`config.mk`:
```
export PLATFORM = sky130hd
export DESIGN_NAME = obb_ctrl
export DESIGN_NICKNAME = d
export VERILOG_FILES = /design/src/rtl/core/obb_pkg.sv /design/src/rtl/core/obb_ctrl.sv
export SDC_FILE = /design/constraint.sdc
export NUM_CORES = 1
export LEC_CHECK = 0
export BUFFER_PORTS_ARGS = -buffer_cell sky130_fd_sc_hd__clkbuf_2
export CAP_MARGIN = 20
export CORE_MARGIN = 10
export CORE_UTILIZATION = 40
export DETAILED_ROUTE_END_ITERATION = 7
export PLACE_DENSITY_LB_ADDON = 0.12
export SLEW_MARGIN = 20
export SYNTH_ARGS = -nofsm -noshare
export SYNTH_HDL_FRONTEND = slang
export SYNTH_SLANG_ARGS = --single-unit
```
`constraint.sdc`:
```
create_clock -name clock -period 5.3 [get_ports clock]
set_input_delay 0.265 -clock clock [delete_from_list [all_inputs] [get_ports clock]]
set_output_delay 0.265 -clock clock [all_outputs]
set_load 0.01 [all_outputs]
```
`src/rtl/core/obb_pkg.sv`:
```
`default_nettype none

package obb_pkg;

   localparam int COORD_WIDTH_DEF = 32;
   localparam int FRAC_BITS_DEF   = 16;
   localparam int CHUNK_BITS      = 3;

   typedef logic [2:0] code_type;

   localparam code_type SRC_VEC = 3'd0;
   localparam code_type SRC_DIF = 3'd1;
   localparam code_type SRC_CRS = 3'd2;
   localparam code_type SRC_TMP = 3'd3;
   localparam code_type SRC_EXT = 3'd4;

   localparam code_type ACC_NONE = 3'd0;
   localparam code_type ACC_P    = 3'd1;
   localparam code_type ACC_ADDP = 3'd2;
   localparam code_type ACC_SUBP = 3'd3;
   localparam code_type ACC_LD   = 3'd4;
   localparam code_type ACC_SUBB = 3'd5;

   localparam code_type PST_NONE  = 3'd0;
   localparam code_type PST_L     = 3'd1;
   localparam code_type PST_T     = 3'd2;
   localparam code_type PST_C     = 3'd3;
   localparam code_type PST_D     = 3'd4;
   localparam code_type PST_REXT  = 3'd5;
   localparam code_type PST_RZERO = 3'd6;
   localparam code_type PST_RADDP = 3'd7;

   typedef struct packed {
      code_type   kind;
      logic [2:0] slot;
      logic [1:0] comp;
   } src_type;

   typedef struct packed {
      logic                  xld;
      logic                  mul;
      logic                  mul_first;
      logic [CHUNK_BITS-1:0] chunk;
      code_type              acc;
      code_type              post;
      src_type               src;
   } cmd_type;

   typedef struct packed {
      logic sep;
   } stat_type;

   function automatic src_type mk_src(input code_type kind, input logic [2:0] slot,
                                      input logic [1:0] comp);
      src_type s;
      s.kind = kind;
      s.slot = slot;
      s.comp = comp;
      return s;
   endfunction

endpackage

`default_nettype wire

```
`src/rtl/core/obb_ctrl.sv`:
```
`default_nettype none

module obb_ctrl import obb_pkg::*; #(
   parameter int COORD_WIDTH = COORD_WIDTH_DEF
) (
   input  wire logic     clock,
   input  wire logic     reset,
   input  wire logic     start,
   input  wire stat_type stat,
   input  wire logic     rsp_tready,
   output logic          req_ready,
   output logic          rsp_valid,
   output logic          rsp_overlap,
   output cmd_type       cmd
);

   localparam int NCH = (COORD_WIDTH + 8) / 8;
   localparam logic [4:0] FACE_LAST  = 5'd14;
   localparam logic [4:0] CROSS_LAST = 5'd24;

   localparam logic [2:0] S_IDLE = 3'd0;
   localparam logic [2:0] S_DIFF = 3'd1;
   localparam logic [2:0] S_RUN  = 3'd2;
   localparam logic [2:0] S_CHK  = 3'd3;
   localparam logic [2:0] S_FIN  = 3'd4;

   function automatic logic [1:0] mod3(input logic [2:0] v);
      logic [2:0] r;
      r = (v < 3'd3) ? v : v - 3'd3;
      return r[1:0];
   endfunction

   logic [2:0] state_ff, state_in;
   logic [4:0] step_ff, step_in;
   logic [3:0] phase_ff, phase_in;
   logic [1:0] ai_ff, ai_in, bj_ff, bj_in, k_ff, k_in;
   logic       kind_ff, kind_in, box_ff, box_in;
   logic       res_ff, res_in;
   logic       rsp_valid_ff, rsp_valid_in, rsp_overlap_ff, rsp_overlap_in;

   logic [2:0] own_slot, oth_slot, own_ext, oth_ext;
   logic [4:0] ft, ct, cd;
   logic [1:0] cm, m1, m2, tt, ka, kb, q;
   logic [2:0] tslot, text;
   src_type    xs, ys, ps;
   code_type   aop, pop;
   logic       last;

   assign own_slot = (box_ff ? 3'd5 : 3'd1) + {1'b0, ai_ff};
   assign oth_slot = (box_ff ? 3'd1 : 3'd5) + {1'b0, ft[3:2]};
   assign own_ext  = (box_ff ? 3'd3 : 3'd0) + {1'b0, ai_ff};
   assign oth_ext  = (box_ff ? 3'd0 : 3'd3) + {1'b0, ft[3:2]};
   assign ft       = step_ff - 5'd3;
   assign ct       = step_ff - 5'd9;
   assign cd       = step_ff - 5'd6;
   assign cm       = step_ff[2:1];
   assign m1       = mod3({1'b0, cm} + 3'd1);
   assign m2       = mod3({1'b0, cm} + 3'd2);
   assign tt       = ct[3:2];
   assign q        = tt - 2'd2;
   assign ka       = (tt < ai_ff) ? tt : tt + 2'd1;
   assign kb       = (q < bj_ff) ? q : q + 2'd1;
   assign tslot    = tt[1] ? 3'd5 + {1'b0, kb} : 3'd1 + {1'b0, ka};
   assign text     = tt[1] ? 3'd3 + {1'b0, kb} : {1'b0, ka};

   always_comb begin
      xs   = mk_src(SRC_VEC, 3'd0, 2'd0);
      ys   = xs;
      ps   = xs;
      aop  = ACC_NONE;
      pop  = PST_NONE;
      last = 1'b0;
      if (!kind_ff) begin
         last = (step_ff == FACE_LAST);
         if (step_ff < 5'd3) begin
            xs  = mk_src(SRC_VEC, own_slot, step_ff[1:0]);
            ys  = mk_src(SRC_DIF, 3'd0, step_ff[1:0]);
            aop = (step_ff[1:0] == 2'd0) ? ACC_P : ACC_ADDP;
            if (step_ff[1:0] == 2'd0) begin
               pop = PST_REXT;
               ps  = mk_src(SRC_EXT, own_ext, 2'd0);
            end else if (step_ff[1:0] == 2'd2) begin
               pop = PST_L;
            end
         end else if (ft[1:0] != 2'd3) begin
            xs  = mk_src(SRC_VEC, own_slot, ft[1:0]);
            ys  = mk_src(SRC_VEC, oth_slot, ft[1:0]);
            aop = (ft[1:0] == 2'd0) ? ACC_P : ACC_ADDP;
            if (ft[1:0] == 2'd2) begin
               pop = PST_T;
            end
         end else begin
            xs  = mk_src(SRC_TMP, 3'd0, 2'd0);
            ys  = mk_src(SRC_EXT, oth_ext, 2'd0);
            pop = PST_RADDP;
         end
      end else begin
         last = (step_ff == CROSS_LAST);
         if (step_ff < 5'd6) begin
            xs  = mk_src(SRC_VEC, 3'd1 + {1'b0, ai_ff}, step_ff[0] ? m2 : m1);
            ys  = mk_src(SRC_VEC, 3'd5 + {1'b0, bj_ff}, step_ff[0] ? m1 : m2);
            aop = step_ff[0] ? ACC_SUBP : ACC_P;
            if (step_ff[0]) begin
               pop = PST_C;
               ps  = mk_src(SRC_CRS, 3'd0, cm);
            end else if (step_ff == 5'd0) begin
               pop = PST_RZERO;
            end
         end else if (step_ff < 5'd9) begin
            xs  = mk_src(SRC_CRS, 3'd0, cd[1:0]);
            ys  = mk_src(SRC_DIF, 3'd0, cd[1:0]);
            aop = (cd[1:0] == 2'd0) ? ACC_P : ACC_ADDP;
            if (cd[1:0] == 2'd2) begin
               pop = PST_L;
            end
         end else if (ct[1:0] != 2'd3) begin
            xs  = mk_src(SRC_CRS, 3'd0, ct[1:0]);
            ys  = mk_src(SRC_VEC, tslot, ct[1:0]);
            aop = (ct[1:0] == 2'd0) ? ACC_P : ACC_ADDP;
            if (ct[1:0] == 2'd2) begin
               pop = PST_T;
            end
         end else begin
            xs  = mk_src(SRC_TMP, 3'd0, 2'd0);
            ys  = mk_src(SRC_EXT, text, 2'd0);
            pop = PST_RADDP;
         end
      end
   end

   always_comb begin
      cmd = '0;
      cmd.src = xs;
      if (state_ff == S_RUN) begin
         if (phase_ff == 4'd0) begin
            cmd.xld = 1'b1;
         end else if (phase_ff <= 4'(NCH)) begin
            cmd.mul       = 1'b1;
            cmd.mul_first = (phase_ff == 4'd1);
            cmd.chunk     = CHUNK_BITS'(NCH) - CHUNK_BITS'(phase_ff);
            cmd.src       = ys;
         end else if (phase_ff == 4'(NCH + 1)) begin
            cmd.acc = aop;
         end else begin
            cmd.post = pop;
            cmd.src  = ps;
         end
      end else if (state_ff == S_DIFF) begin
         if (phase_ff == 4'd0) begin
            cmd.acc = ACC_LD;
            cmd.src = mk_src(SRC_VEC, 3'd0, k_ff);
         end else if (phase_ff == 4'd1) begin
            cmd.acc = ACC_SUBB;
            cmd.src = mk_src(SRC_VEC, 3'd4, k_ff);
         end else begin
            cmd.post = PST_D;
            cmd.src  = mk_src(SRC_DIF, 3'd0, k_ff);
         end
      end
   end

   always_comb begin
      state_in       = state_ff;
      step_in        = step_ff;
      phase_in       = phase_ff;
      ai_in          = ai_ff;
      bj_in          = bj_ff;
      k_in           = k_ff;
      kind_in        = kind_ff;
      box_in         = box_ff;
      res_in         = res_ff;
      rsp_valid_in   = rsp_valid_ff && !rsp_tready;
      rsp_overlap_in = rsp_overlap_ff;
      unique case (state_ff)
         S_IDLE: begin
            if (start) begin
               state_in = S_DIFF;
               k_in     = 2'd0;
               phase_in = 4'd0;
            end
         end
         S_DIFF: begin
            if (phase_ff == 4'd2) begin
               phase_in = 4'd0;
               k_in     = k_ff + 2'd1;
               if (k_ff == 2'd2) begin
                  state_in = S_RUN;
                  kind_in  = 1'b0;
                  box_in   = 1'b0;
                  ai_in    = 2'd0;
                  bj_in    = 2'd0;
                  step_in  = 5'd0;
               end
            end else begin
               phase_in = phase_ff + 4'd1;
            end
         end
         S_RUN: begin
            if (phase_ff == 4'(NCH + 2)) begin
               phase_in = 4'd0;
               if (last) begin
                  state_in = S_CHK;
               end else begin
                  step_in = step_ff + 5'd1;
               end
            end else begin
               phase_in = phase_ff + 4'd1;
            end
         end
         S_CHK: begin
            step_in  = 5'd0;
            state_in = S_RUN;
            if (stat.sep) begin
               res_in   = 1'b0;
               state_in = S_FIN;
            end else if (!kind_ff) begin
               if (ai_ff != 2'd2) begin
                  ai_in = ai_ff + 2'd1;
               end else if (!box_ff) begin
                  box_in = 1'b1;
                  ai_in  = 2'd0;
               end else begin
                  kind_in = 1'b1;
                  ai_in   = 2'd0;
                  bj_in   = 2'd0;
               end
            end else if (bj_ff != 2'd2) begin
               bj_in = bj_ff + 2'd1;
            end else if (ai_ff != 2'd2) begin
               ai_in = ai_ff + 2'd1;
               bj_in = 2'd0;
            end else begin
               res_in   = 1'b1;
               state_in = S_FIN;
            end
         end
         S_FIN: begin
            if (!rsp_valid_ff || rsp_tready) begin
               rsp_valid_in   = 1'b1;
               rsp_overlap_in = res_ff;
               state_in       = S_IDLE;
            end
         end
         default: begin
            state_in = S_IDLE;
         end
      endcase
   end

   always_ff @(posedge clock) begin
      if (reset) begin
         state_ff     <= S_IDLE;
         rsp_valid_ff <= 1'b0;
      end else begin
         state_ff     <= state_in;
         rsp_valid_ff <= rsp_valid_in;
      end
      step_ff        <= step_in;
      phase_ff       <= phase_in;
      ai_ff          <= ai_in;
      bj_ff          <= bj_in;
      k_ff           <= k_in;
      kind_ff        <= kind_in;
      box_ff         <= box_in;
      res_ff         <= res_in;
      rsp_overlap_ff <= rsp_overlap_in;
   end

   assign req_ready   = (state_ff == S_IDLE);
   assign rsp_valid   = rsp_valid_ff;
   assign rsp_overlap = rsp_overlap_ff;

endmodule

`default_nettype wire

```
==> impl_metrics.env <==
export IMPL_ys_warn_count=0
export IMPL_worstMarginPinSlew_ps=756.9
export IMPL_detailed_place_hpwl_um=5785
export IMPL_drtPass1Iterations=5
export IMPL_synthArstFlopShare=0
export IMPL_post_cts_buffers=0
export IMPL_clockBufferDepth=2
export IMPL_critPathMaxStageDelay_ps=630
export IMPL_rsz0062_at_grt="false"
export IMPL_rows=29
export IMPL_synth_edf_count=19
export IMPL_port_buffers=27
export IMPL_hold_viol=0
export IMPL_post_drt_wl_per_cell_um=17.88
export IMPL_arrival_ps=4100
export IMPL_p_per_area_mw_per_mm2=489.9
export IMPL_via_per_inst=6.066
export IMPL_syn2layout_area_growth_pct=8.083
export IMPL_vias=2560
export IMPL_swShare=0.5171
export IMPL_clock_latency_ps=270
export IMPL_finClkSkew_ps=2.689
export IMPL_die_w_um=101.6
export IMPL_crit_type="flip-flop to output pin"
export IMPL_grt_pass1_vias=2396
export IMPL_multi_input_area_mm2=0.001852
export IMPL_final_max_slew_viol_count=0
export IMPL_track_usage=0.1451
export IMPL_drc_errors=0
export IMPL_startpoint_type="flip-flop"
export IMPL_maxCapViolations=0
export IMPL_stdcell_count=422
export IMPL_post_cts_resized=0
export IMPL_yosys_register_bits=23
export IMPL_finalSetupViolations=0
export IMPL_cts_buffers=3
export IMPL_cts_tree="yes"
export IMPL_gp_congestion=0.9120
export IMPL_ant_nets=0
export IMPL_timing_fmax_ghz=0.2292
export IMPL_ios=28
export IMPL_p_int_mw=0.6808
export IMPL_dieArea_mm2=0.01032
export IMPL_switchingPower_mw=0.7291
export IMPL_p_leak_nw=1.203
export IMPL_cts_max_level=1
export IMPL_seq_area_um2=650.6
export IMPL_ys_types=69
export IMPL_cts_root_buf="clkbuf_8"
export IMPL_synthCells=329
export IMPL_nets=382
export IMPL_hold_class="input pin to flip-flop"
export IMPL_dpl_cell_count=418
export IMPL_syn_area_mm2=0.002663
export IMPL_cp_num_buf_inv=3
export IMPL_drive_gt1_frac=0.1478
export IMPL_routed_wl_um=7547
export IMPL_place_area_mm2=0.002831
export IMPL_core_area_mm2=0.006422
export IMPL_timing_slew_headroom=0.4954
export IMPL_seq_area_frac_synth=0.2444
export IMPL_peakVddDrop_uv=203.6
export IMPL_cpMostUsedCell="ha_1"
export IMPL_final_cell_mix="44 x nor2_1, 29 x ha_1, 27 x clkbuf_2"
export IMPL_grt_pass1_wl_um=12160
export IMPL_power_mw=1.410
export IMPL_fin_crit_sh=0.8233
export IMPL_grt_max_degree=32
export IMPL_p_clk_frac=0.084
export IMPL_status="finished, final reports clean"
export IMPL_pwr_share_seq=0.248
export IMPL_fill_cells=652
export IMPL_layout_min_cycle_time_ps=4364
export IMPL_avgSynthCellArea_um2=8.093
export IMPL_antenna_found_initial=0
export IMPL_cpLargestDelayFamily="adder cells"
export IMPL_clock_sinks=23
export IMPL_antenna_cells=0
export IMPL_ys_flop_type="edfxtp_1"
export IMPL_cp_max_fo=14
export IMPL_path_clk_slew_ps=90
export IMPL_layout_commonest_cell="nor2_1"
export IMPL_die_y_um=101.6
export IMPL_worstPathCellList="inv_1, ha_1, a21boi_1, xnor2_1, inv_1, ha_1, nor2_1, nor2_1, xor2_1, ha_1, nand3b_1, a21oi_1, o31ai_1, o311ai_1, clkbuf_2"
export IMPL_grt_overflow=0
export IMPL_p_comb_frac=0.669
export IMPL_worst_ep_required_time_ps=5040
export IMPL_initial_core_util=0.4146
export IMPL_design_area_mm2=0.002878
export IMPL_tns_ps=0
export IMPL_drt_iter0_markers=181
export IMPL_postCtsHoldBufs=0
export IMPL_cp_slowest_cell="edfxtp_1"
export IMPL_crit_path_end_kind="output pin"
export IMPL_mappedNetlistNets=365
## sequential cells by signal, indices dropped and copies added, names as in the netlist, 2 cells and up
name	cells
step_ff	5
phase_ff	4
state_ff	3
ai_ff	2
bj_ff	2
k_ff	2
## area by class of cell
class,instances,share of cell area
clock buffer,3,0.01435
clock inverter,1,0.001739
inverter,22,0.02870
multi-input combinational,267,0.6435
sequential,23,0.2261
tap,77,0.03348
timing repair buffer,29,0.05217
## routing by layer
layer	share of wire	vias up	GRT usage
met5	0	-	0
met4	0.014	0	0.04070
met3	0.081	13	0.03336
met2	0.44	101	0.2247
met1	0.47	1213	0.1964
li1	-	1233	-
## power by group through the flow
stage / combinational (mW) / clock, mW / sequential [mW]
after global placement: 0.934 / 0 / 0.351
final: 0.943 / 0.118 / 0.349
after global routing: 1.06 / 0.128 / 0.360
after detailed placement: 0.931 / 0 / 0.352
after CTS: 0.938 / 0.120 / 0.348
after floorplan: 0.744 / 0 / 0.299
## worst reg2reg max path: stages (launching register included)
cell,delay [ps]
edfxtp_1,630
inv_1,270
and4_1,260
o211ai_1,310
nand2_1,130
a21oi_1,210
and2_1,350
## cell usage after synthesis, drive strengths merged (4+ instances only)
master,number,share of area
nand2b,4,0.0094
o21ai,14,0.026
nor2,44,0.062
o31ai,5,0.014
a211oi,10,0.030
nand3,6,0.011
inv,22,0.031
nor3,11,0.024
buf,7,0.015
clkbuf,10,0.014
mux2i,5,0.019
a31oi,6,0.014
a21oi,26,0.053
and3,5,0.012
dfxtp,4,0.030
xor2,8,0.026
edfxtp,19,0.21
ha,29,0.14
nand2,27,0.041
## through the flow
| step | util | setup WS, ps | hold WS (ps) |
|---|---|---|---|
| 2_1_floorplan | - | 1738 | 334.1 |
| 3_3_place_gp | 0.4409 | 1391 | 402.6 |
| 3_5_place_dp | 0.4409 | 1230 | 422.3 |
| 4_1_cts | 0.4481 | 907.0 | 195.0 |
| 5_1_grt | 0.4481 | 541.8 | 206.5 |
| 6_report | 0.4481 | 936.4 | 190.9 |
## path summary, 6_finish.rpt
check | start | endpoint | slack (ps) | cells past startpoint
max | step_ff[2] | cmd[3] | 940 | 15
min | reset | state_ff[0] | 190 | 2
max reg2reg | step_ff[2] | step_ff[2] | 2820 | 6
min reg2reg | res_ff | rsp_overlap | 430 | 0
## cells by family (layout without fill, tap and decap cells)
logic type               count (synthesis)  after routing  share of synthesized area
flip-flops                              23             23                     0.2444
buffers and inverters                   39             55                    0.06015
adder cells (fa/ha/maj)                 31             31                     0.1513
XOR/XNOR                                11             11                    0.03619
AND/OR/NAND/NOR                        122            122                     0.2317
AO/OA/AOI/OAI                           98             98                     0.2575
multiplexers                             5              5                    0.01880
Power figures use the tool's default switching activity.
